File: src/mpc_pkg.sv
// Shared types and constants for the message packetizer with checksum.
// Used by every module in src; no dependencies of its own.
package mpc_pkg;

   localparam int BYTE_W          = 8;     // message byte
   localparam int IDX_W           = 10;    // reported byte index
   localparam int CNT_OUT_W       = 11;    // reported payload count
   localparam int SUM_W           = 19;    // checksum width, wraps
   localparam int TERM_W          = 10;    // one byte's checksum term, signed
   localparam int MAX_PAYLOAD_DEF = 1024;  // default packet payload limit

   localparam logic KIND_DATA = 1'b0;      // packet in the middle of a message
   localparam logic KIND_LAST = 1'b1;      // packet that closes the message

   typedef struct packed {
      logic [BYTE_W-1:0] msg_byte;
      logic              final_byte;
   } in_item_type;

endpackage

File: src/message_packetizer_checksum_unit.sv
// Top level of the message packetizer with per-packet checksum.
// Depends on mpc_pkg, mpc_in_reg and mpc_term.
//
//   channel | ports                                   | direction
//   --------+-----------------------------------------+----------
//   req     | req_valid req_stall req_msg_byte        | in
//           | req_final_byte                          |
//   rsp     | rsp_valid rsp_stall rsp_payload_byte    | out
//           | rsp_byte_index rsp_packet_done          |
//           | rsp_packet_kind rsp_payload_count       |
//           | rsp_packet_sum                          |
//
// One item in, one item out, one item per cycle sustained while rsp is not
// stalled. An accepted item is loaded into the input register and moves on into
// the result register, which raises rsp_valid, once that is empty or draining.
// The per-byte add into the running checksum forms the loop through sum_ff.
// Reset is synchronous and clears the valids, the byte counter and the sum.
// A stall on rsp holds the result register and backs up into req_stall in the
// same cycle once the input register is also full.
module message_packetizer_checksum_unit #(
   parameter int MAX_PAYLOAD = mpc_pkg::MAX_PAYLOAD_DEF
) (
   input  logic                                 clock,
   input  logic                                 reset,
   input  logic                                 req_valid,
   output logic                                 req_stall,
   input  logic [mpc_pkg::BYTE_W-1:0]           req_msg_byte,
   input  logic                                 req_final_byte,
   output logic                                 rsp_valid,
   input  logic                                 rsp_stall,
   output logic [mpc_pkg::BYTE_W-1:0]           rsp_payload_byte,
   output logic [mpc_pkg::IDX_W-1:0]            rsp_byte_index,
   output logic                                 rsp_packet_done,
   output logic                                 rsp_packet_kind,
   output logic [mpc_pkg::CNT_OUT_W-1:0]        rsp_payload_count,
   output logic signed [mpc_pkg::SUM_W-1:0]     rsp_packet_sum
);

   // Counter holds 0..MAX_PAYLOAD-1; its increment reaches MAX_PAYLOAD.
   localparam int CNT_W = $clog2(MAX_PAYLOAD + 1);
   localparam int EXT_W = (CNT_W > mpc_pkg::CNT_OUT_W) ? CNT_W : mpc_pkg::CNT_OUT_W;

   mpc_pkg::in_item_type req_item;
   mpc_pkg::in_item_type s1_item;
   logic                 s1_valid;
   logic                 s2_load;

   logic [CNT_W-1:0]                    count_ff;
   logic [CNT_W-1:0]                    count_in;
   logic signed [mpc_pkg::SUM_W-1:0]    sum_ff;
   logic signed [mpc_pkg::SUM_W-1:0]    sum_in;

   logic [CNT_W-1:0]                    count_next;
   logic [EXT_W-1:0]                    pos_ext;
   logic [EXT_W-1:0]                    count_ext;
   logic signed [mpc_pkg::TERM_W-1:0]   term;
   logic signed [mpc_pkg::SUM_W-1:0]    sum_next;
   logic                                done;

   logic                                rsp_valid_ff;
   logic                                rsp_valid_in;
   logic [mpc_pkg::BYTE_W-1:0]          payload_byte_ff;
   logic [mpc_pkg::IDX_W-1:0]           byte_index_ff;
   logic                                packet_done_ff;
   logic                                packet_kind_ff;
   logic [mpc_pkg::CNT_OUT_W-1:0]       payload_count_ff;
   logic signed [mpc_pkg::SUM_W-1:0]    packet_sum_ff;

   assign req_item.msg_byte   = req_msg_byte;
   assign req_item.final_byte = req_final_byte;

   // Result register takes a new item whenever it is empty or being drained.
   assign s2_load = s1_valid && (!rsp_valid_ff || !rsp_stall);

   mpc_in_reg u_in_reg (
      .clock     (clock),
      .reset     (reset),
      .req_valid (req_valid),
      .req_stall (req_stall),
      .req_item  (req_item),
      .take      (s2_load),
      .out_valid (s1_valid),
      .out_item  (s1_item)
   );

   mpc_term u_term (
      .byte_in (s1_item.msg_byte),
      .grp_pos (count_ff[1:0]),
      .term    (term)
   );

   // Advance the packet position and the running checksum.
   assign count_next = count_ff + CNT_W'(1);
   assign sum_next   = sum_ff
                     + {{(mpc_pkg::SUM_W-mpc_pkg::TERM_W){term[mpc_pkg::TERM_W-1]}}, term};
   assign done       = s1_item.final_byte || (count_next >= CNT_W'(MAX_PAYLOAD));
   assign pos_ext    = EXT_W'(count_ff);
   assign count_ext  = EXT_W'(count_next);

   always_comb begin
      count_in = count_ff;
      sum_in   = sum_ff;
      if (s2_load) begin
         // Drop back to an empty packet when this byte closes one.
         count_in = done ? '0 : count_next;
         sum_in   = done ? '0 : sum_next;
      end
   end

   always_ff @(posedge clock) begin
      if (reset) begin
         count_ff <= '0;
         sum_ff   <= '0;
      end else begin
         count_ff <= count_in;
         sum_ff   <= sum_in;
      end
   end

   always_comb begin
      priority if (s2_load) begin
         rsp_valid_in = 1'b1;
      end else if (!rsp_stall) begin
         rsp_valid_in = 1'b0;
      end else begin
         rsp_valid_in = rsp_valid_ff;
      end
   end

   always_ff @(posedge clock) begin
      if (reset) begin
         rsp_valid_ff <= 1'b0;
      end else begin
         rsp_valid_ff <= rsp_valid_in;
      end
   end

   // Header fields read zero on bytes that close nothing.
   always_ff @(posedge clock) begin
      if (s2_load) begin
         payload_byte_ff  <= s1_item.msg_byte;
         byte_index_ff    <= pos_ext[mpc_pkg::IDX_W-1:0];
         packet_done_ff   <= done;
         packet_kind_ff   <= (done && s1_item.final_byte) ? mpc_pkg::KIND_LAST
                                                          : mpc_pkg::KIND_DATA;
         payload_count_ff <= done ? count_ext[mpc_pkg::CNT_OUT_W-1:0] : '0;
         packet_sum_ff    <= done ? sum_next : '0;
      end
   end

   assign rsp_valid         = rsp_valid_ff;
   assign rsp_payload_byte  = payload_byte_ff;
   assign rsp_byte_index    = byte_index_ff;
   assign rsp_packet_done   = packet_done_ff;
   assign rsp_packet_kind   = packet_kind_ff;
   assign rsp_payload_count = payload_count_ff;
   assign rsp_packet_sum    = packet_sum_ff;

   // The open packet never holds a full payload between items.
   assert property (@(posedge clock) disable iff (reset)
      count_ff < CNT_W'(MAX_PAYLOAD))
      else $error("packet byte counter reached the payload limit");

   // Closing a packet empties the counter and the running sum.
   assert property (@(posedge clock) disable iff (reset)
      (s2_load && done) |=> (count_ff == '0 && sum_ff == '0))
      else $error("packet state not cleared after packet close");

   // A byte that closes nothing carries an all-zero header.
   assert property (@(posedge clock) disable iff (reset)
      (rsp_valid && !rsp_packet_done) |->
         (rsp_packet_kind == mpc_pkg::KIND_DATA && rsp_payload_count == '0
          && rsp_packet_sum == '0))
      else $error("header fields set on a byte that closes no packet");

   // A data packet that is not the last one is always full.
   assert property (@(posedge clock) disable iff (reset)
      (rsp_valid && rsp_packet_done && rsp_packet_kind == mpc_pkg::KIND_DATA) |->
         (rsp_payload_count == mpc_pkg::CNT_OUT_W'(MAX_PAYLOAD)))
      else $error("short data packet closed before end of message");

endmodule

File: src/mpc_in_reg.sv
// Input register of the packetizer: holds one item until the core takes it.
// Depends on mpc_pkg for the item type.
module mpc_in_reg (
   input  logic                 clock,
   input  logic                 reset,
   input  logic                 req_valid,
   output logic                 req_stall,
   input  mpc_pkg::in_item_type req_item,
   input  logic                 take,
   output logic                 out_valid,
   output mpc_pkg::in_item_type out_item
);

   logic                 valid_ff;
   logic                 valid_in;
   logic                 accept;
   mpc_pkg::in_item_type item_ff;

   // Stall only while a held item cannot move on this cycle.
   assign req_stall = valid_ff && !take;
   assign accept    = req_valid && !req_stall;

   always_comb begin
      priority if (accept) begin
         valid_in = 1'b1;
      end else if (take) begin
         valid_in = 1'b0;
      end else begin
         valid_in = valid_ff;
      end
   end

   always_ff @(posedge clock) begin
      if (reset) begin
         valid_ff <= 1'b0;
      end else begin
         valid_ff <= valid_in;
      end
   end

   always_ff @(posedge clock) begin
      if (accept) begin
         item_ff <= req_item;
      end
   end

   assign out_valid = valid_ff;
   assign out_item  = item_ff;

endmodule

File: src/mpc_term.sv
// Checksum term of one byte: times three in group slots 0 and 1,
// divided by three toward zero in slots 2 and 3. Depends on mpc_pkg.
module mpc_term (
   input  logic [mpc_pkg::BYTE_W-1:0]        byte_in,
   input  logic [1:0]                        grp_pos,
   output logic signed [mpc_pkg::TERM_W-1:0] term
);

   logic                               neg;
   logic [mpc_pkg::BYTE_W-1:0]         mag;
   logic [15:0]                        prod;
   logic [6:0]                         quot;
   logic signed [mpc_pkg::TERM_W-1:0]  val;
   logic signed [mpc_pkg::TERM_W-1:0]  triple;
   logic signed [mpc_pkg::TERM_W-1:0]  quot_ext;
   logic signed [mpc_pkg::TERM_W-1:0]  third;

   assign neg = byte_in[mpc_pkg::BYTE_W-1];
   assign mag = neg ? (mpc_pkg::BYTE_W'(0) - byte_in) : byte_in;

   // Magnitude at most 128: times 171 then shift by 9 is an exact divide by 3.
   assign prod     = 16'(mag) * 16'd171;
   assign quot     = prod[15:9];
   assign quot_ext = {{(mpc_pkg::TERM_W-7){1'b0}}, quot};
   assign third    = neg ? (mpc_pkg::TERM_W'(0) - quot_ext) : quot_ext;

   assign val    = {{(mpc_pkg::TERM_W-mpc_pkg::BYTE_W){byte_in[mpc_pkg::BYTE_W-1]}}, byte_in};
   assign triple = (val <<< 1) + val;

   assign term = grp_pos[1] ? third : triple;

endmodule

File: config.mk
export PLATFORM = sky130hd
export DESIGN_NAME = message_packetizer_checksum_unit
export DESIGN_NICKNAME = d
export VERILOG_FILES = /design/src/mpc_pkg.sv /design/src/message_packetizer_checksum_unit.sv /design/src/mpc_in_reg.sv /design/src/mpc_term.sv
export SDC_FILE = /design/constraint.sdc
export NUM_CORES = 1
export LEC_CHECK = 0
export BUFFER_PORTS_ARGS = -buffer_cell sky130_fd_sc_hd__buf_2
export CORE_MARGIN = 4
export CORE_UTILIZATION = 30
export DETAILED_ROUTE_END_ITERATION = 8
export PLACE_DENSITY = 0.55
export SLEW_MARGIN = 20
export SYNTH_ARGS = -nofsm -noshare
export SYNTH_HDL_FRONTEND = slang
export SYNTH_SLANG_ARGS = --single-unit
File: constraint.sdc
create_clock -name clock -period 21 [get_ports clock]
set_input_delay 1.05 -clock clock [delete_from_list [all_inputs] [get_ports clock]]
set_output_delay 1.05 -clock clock [all_outputs]
set_load 0.02 [all_outputs]
==> results of run 1 <==
-- final cells by class --
class                      instances  area [µm²]  area share, %
tap                              265         332           4.78
clock buffer                      12         256           3.70
clock inverter                     3        46.3          0.668
inverter                          55         206           2.98
timing repair buffer              68         350           5.05
multi-input combinational        439        3330           48.0
sequential                        91        2410           34.8
-- worst min-delay path, delay by kind of cell (launching register included) --
family | cells | cell delay, ns
DFF | 1 | 0.31
and+or+nand+nor | 1 | 0.05
AOI/OAI and AO/OA | 1 | 0.05
-- state kept, by name, summed over array words and instances (netlist names) --
name / count
u_in_reg.out_item: 9
rsp_packet_done: 1
u_in_reg.out_valid: 1
rsp_packet_sum: 19
sum_ff: 19
rsp_payload_byte: 8
rsp_byte_index: 10
rsp_valid: 1
rsp_packet_kind: 1
count_ff: 11
rsp_payload_count: 11
-- power by group through the flow --
stage                     clock, mW  sequential, mW  combinational, mW
after floorplan                   0           0.215              0.201
after global placement            0           0.209              0.259
after detailed placement          0           0.209              0.259
after CTS                     0.171           0.205              0.262
after global routing          0.178           0.206              0.296
final                         0.166           0.205              0.258
-- per-stage QoR --
step	hold slack, ns	util [%]	area, µm²	worst slack [ns]
global route	0.478	35.3	6940	12.36
finish	0.460	35.3	6940	13.11
detailed placement	0.451	33.7	6630	13.07
CTS	0.460	35.3	6940	13.03
global placement	0.444	33.7	6630	13.18
floorplan	0.432	-	6040	13.78
-- placed cells by master, fill, tap and decap left out, drive strengths merged, types with 4 or more instances in the layout --
master  instances
nor2           56
buf            68
o21bai          4
nor4            4
o21ai          18
a21oi          44
ha             72
clkbuf         12
nor2b          11
nand2          40
and2           11
and3           10
fa             14
dfxtp          32
inv            56
o211ai          5
nor3b           4
nand3b          8
nor3            8
nand3          19
xor2           16
a21o           12
a31oi           8
xnor2          35
o21a            4
edfxtp         59
-- kinds of logic after synthesis --
logic type               count (synthesis)
adder cells (fa/ha/maj)                 86
XOR/XNOR                                51
flip-flops                              91
buffers and inverters                   77
AND/OR/NAND/NOR                        182
AO/OA/AOI/OAI                          117
multiplexers                             3
-- worst max path at each step --
stage	end	startpoint	depth (start not counted)
floorplan	rsp_packet_sum[18]	u_in_reg.out_item[3]	31
global placement	rsp_packet_sum[18]	u_in_reg.out_item[1]	29
detailed placement	rsp_packet_sum[18]	u_in_reg.out_item[8]	27
CTS	rsp_packet_sum[18]	u_in_reg.out_item[8]	27
global route	sum_ff[18]	u_in_reg.out_item[8]	27
finish	rsp_packet_sum[18]	u_in_reg.out_item[8]	27
-- metal layers --
layer / track usage (%) / vias up
met4: 4.03 / 0
met2: 18.4 / 87
met3: 2.39 / 11
li1: - / 2236
met5: 0 / -
met1: 16.6 / 1998
==> impl_metrics.json, run 1 <==
{
  "run_status": "complete, no violations",
  "synthXorXnorAreaFrac_pct": 7.52,
  "cp.arrival_ns": 7.98,
  "rsz0062_at_grt": "false",
  "worstSetupStartpointType": "flop",
  "grt.overflow.total": 0,
  "synth_top_family_by_area": "adder cells",
  "synth_cell_types": 50,
  "dp_hpwl_um": 9440,
  "whs_path_depth": 2,
  "cts_buffers": 9,
  "synthArstFlopShare_pct": 0,
  "finalCritPeriodShare_pct": 37.6,
  "wl_met1_um": 6350,
  "pin_count": 65,
  "routed_wl_um": 12900,
  "cts_setup_buffers": 0,
  "path_delay_family": "adder cells",
  "gp_congestion": 0.809,
  "finalPower_mw": 0.629,
  "grt_pass1_vias": 4190,
  "r2r-end": "rsp_packet_sum[18]",
  "p_per_area_mw_per_mm2": 90.7,
  "reg2regPathDepth": 27,
  "antenna_left": 0,
  "area_growth_pct": 14.9,
  "clkPwrFrac_pct": 26.4,
  "synthCells": 607,
  "clk_pin_slew_ns": 0.07,
  "viasPerCell": 4.64,
  "whs_endpoint": "sum_ff[0]",
  "num_antenna_cells": 0,
  "grt_max_degree": 64,
  "instances_no_fill": 933,
  "place_inst": 918,
  "hp-start": "sum_ff[0]",
  "drc_errors": 0,
  "synth_seq_cells": 91,
  "synth_top_cells_by_area": "edfxtp_1, ha_1, dfxtp_1",
  "yosys.cell_count.top_type": "ha_1",
  "synth_ff_type": "edfxtp_1",
  "initial_utilization_pct": 30.7,
  "grt_usage_pct": 11.9,
  "finalSetupViolCount": 0,
  "criticalPathCategory": "flop to flop",
  "grt_pass1_wl_um": 21400,
  "antenna_found_initial": 0,
  "slew_violations": 0,
  "hold_viol_final": 0,
  "htree_levels": 3,
  "insertion_delay_ns": 0.34,
  "ctsResizeCount": 0,
  "first_pass_iters": 4,
  "cts.sink_count": 91,
  "synthesis.nets": 706,
  "end_kind": "flop",
  "synth_warnings": 0,
  "nNetsFinal": 763,
  "synthMuxAreaShare_pct": 0.497,
  "fill_cells": 2032,
  "die_h_um": 150,
  "clock_skew_ns": 0.00811,
  "cap_violations": 0,
  "hold_buffers": 0,
  "drtIter0Drc": 171,
  "ctsLongestPathBuffers": 2,
  "synth_area_leader_cell": "edfxtp_1",
  "p_sw_mw": 0.226,
  "die_width_um": 150,
  "synth_seq_area_share_pct": 40.0,
  "wl_met2_um": 5700,
  "io_buffers": 64,
  "synth.cell_area_mm2": 0.00604,
  "critPathMaxFanout": 21,
  "vias": 4332,
  "setup_tns_ns": 0,
  "path_buf_inv": 4,
  "fmax_mhz": 127,
  "power.leakage_nw": 2.99,
  "period_minus_slack_ns": 7.89,
  "wl_met3_um": 631,
  "p_seq_share_pct": 32.6,
  "synth_top_area_share_pct": 29.3,
  "cpMostUsedCell": "inv_1",
  "synth_common_cells": "ha_1, edfxtp_1, nor2_1",
  "p_comb_share_pct": 41.0,
  "fp-row-count": 51,
  "core-area_mm2": 0.0197,
  "synth_edf_count": 59,
  "p_sw_share_pct": 36.0,
  "clock-root-buffer": "clkbuf_16",
  "cts_tree": "done",
  "cpMaxStageDelayCell": "edfxtp_1",
  "internal_power_mw": 0.403,
  "synthSimpleGateAreaFrac_pct": 14.7,
  "cp.required_ns": 21.09,
  "hp-class": "flop to flop",
  "avgSynthCellArea_um2": 9.95,
  "highest_layer": "met4",
  "r2r-start": "u_in_reg.out_item[8]",
  "rrSetupSlack_ns": 13.11,
  "wl_per_cell_um": 13.8,
  "maxSlewHeadroom_pct": 31.5,
  "synth_compound_area_share_pct": 12.9,
  "max_stage_delay_ns": 0.81,
  "tightest_slew_ns": 1.03,
  "layout-drive-gt1-share_pct": 13.9,
  "yosys.area_share.adder_pct": 19.6,
  "irDropWorstVdd_mv": 0.0362,
  "die_area_mm2": 0.0225
}
Note: power is estimated with default switching activity, not from simulation.
==> inputs of run 2 (changes only) <==
==> constraint.sdc (replaced) <==
create_clock -name clock -period 7.4 [get_ports clock]
set_input_delay 0.37 -clock clock [delete_from_list [all_inputs] [get_ports clock]]
set_output_delay 0.37 -clock clock [all_outputs]
set_load 0.02 [all_outputs]
==> impl_metrics.json, run 2 (synthesis gave the netlist of run 1 again) <==
{
  "run_status": "complete, no violations",
  "hp-class": "input pin to flop",
  "tightest_slew_ns": 1.06,
  "worst_slack_ns": 0.316,
  "die_width_um": 150,
  "finalSetupViolCount": 0,
  "cp-endpoint": "sum_ff[18]",
  "max_stage_delay_ns": 0.59,
  "instances_no_fill": 966,
  "cts_buffers": 9,
  "die_h_um": 150,
  "vias": 4447,
  "viasPerCell": 4.60,
  "grt_max_degree": 64,
  "io_buffers": 64,
  "nNetsFinal": 795,
  "maxSlewHeadroom_pct": 29.3,
  "drtIter0Drc": 169,
  "wl_per_cell_um": 13.8,
  "r2r-start": "u_in_reg.out_item[3]",
  "criticalPathCategory": "flop to flop",
  "finalCritPeriodShare_pct": 95.7,
  "cts_tree": "done",
  "die_area_mm2": 0.0225,
  "dp_hpwl_um": 9770,
  "path_buf_inv": 7,
  "grt_pass1_wl_um": 21400,
  "fill_cells": 1990,
  "cpMaxStageDelayCell": "or4_4",
  "clock_skew_ns": 0.00878,
  "critPathMaxFanout": 4,
  "cp.arrival_ns": 7.36,
  "cts.sink_count": 91,
  "crit_start": "u_in_reg.out_item[3]",
  "finalPower_mw": 1.91,
  "pin_count": 65,
  "cpMostUsedCell": "inv_1",
  "path_depth": 33,
  "slew_violations": 0,
  "period_minus_slack_ns": 7.08,
  "grt_usage_pct": 12.0,
  "cp.required_ns": 7.67,
  "num_antenna_cells": 0,
  "clock-root-buffer": "clkbuf_16",
  "hold_slack_ns": 0.209,
  "place_inst": 949,
  "cap_violations": 0,
  "ctsLongestPathBuffers": 2,
  "initial_utilization_pct": 30.7,
  "area_growth_pct": 21.5,
  "drc_errors": 0,
  "first_pass_iters": 4,
  "antenna_found_initial": 0,
  "r2r-end": "sum_ff[18]",
  "place_ws_ns": 0.0391,
  "insertion_delay_ns": 0.35,
  "power.leakage_nw": 3.17,
  "end_kind": "flop",
  "hold_viol_final": 0,
  "p_per_area_mw_per_mm2": 260,
  "clk_pin_slew_ns": 0.07,
  "final_cell_mix": "ha_1, buf_2, edfxtp_1, nor2_1, inv_1",
  "fmax_mhz": 141,
  "hold_buffers": 0,
  "reg2regPathDepth": 33,
  "grt.overflow.total": 0,
  "core-area_mm2": 0.0197,
  "grt_pass1_vias": 4189,
  "layout-drive-gt1-share_pct": 21.4,
  "routed_wl_um": 13300,
  "irDropWorstVdd_mv": 0.111,
  "path_delay_family": "adder cells",
  "final_common_cell": "ha_1",
  "worstSetupStartpointType": "flop",
  "gp_congestion": 0.811,
  "fp-row-count": 51,
  "rrSetupSlack_ns": 0.32,
  "htree_levels": 3,
  "antenna_left": 0
}
## run 2: cell count changes in the layout (fill, tap and decap cells not counted), moves of 3 or more
cell,change
inv_1,-3
nor4_1,-3
a21oi_2,+3
xnor2_1,-3
buf_4,+32
a31oi_1,-3
a21oi_1,-3
inv_2,+3
clkinv_2,+3
## run 2: what timing repair did
action | 4_1_cts | 5_1_grt
setup buffers | 0 | 1
setup endpoints to repair | 0 | 22
gates resized for setup | 0 | 33
## run 2: metal layers
layer	track usage (%)	share of wire, %
met5	0	0
met4	3.89	0.92
met3	2.57	4.5
met2	18.4	44
met1	16.9	51
## run 2: how the worst min path moves through the flow
stage                     slack, ns             from  depth (start not counted)                    to
final                          0.21  req_msg_byte[5]                          1  u_in_reg.out_item[6]
after global routing           0.20  req_msg_byte[5]                          1  u_in_reg.out_item[6]
after CTS                      0.19  req_msg_byte[6]                          1  u_in_reg.out_item[7]
after detailed placement       0.45        sum_ff[0]                          2             sum_ff[0]
after global placement         0.45        sum_ff[0]                          2             sum_ff[0]
after floorplan                0.43      count_ff[1]                          0     rsp_byte_index[1]
## run 2: final cells by class
type                       count  area [µm²]  share of cell area (%)
multi-input combinational    439        3510                    47.8
sequential                    91        2410                    32.9
timing repair buffer         100         591                    8.05
tap                          265         332                    4.52
clock buffer                  11         233                    3.17
inverter                      55         206                    2.81
clock inverter                 5        53.8                   0.733
## run 2: where the power goes
part	internal (mW)	switching, mW
Clock	0.261	0.189
Combinational	0.370	0.509
Sequential	0.568	0.0103
## run 2: stage by stage
stage               util (%)  TNS, ns  cell area (µm²)
detailed placement      34.9        0             6870
CTS                     36.4        0             7150
global route            37.3   -0.515             7340
floorplan                  -        0             6040
global placement        34.9        0             6870
finish                  37.3        0             7340
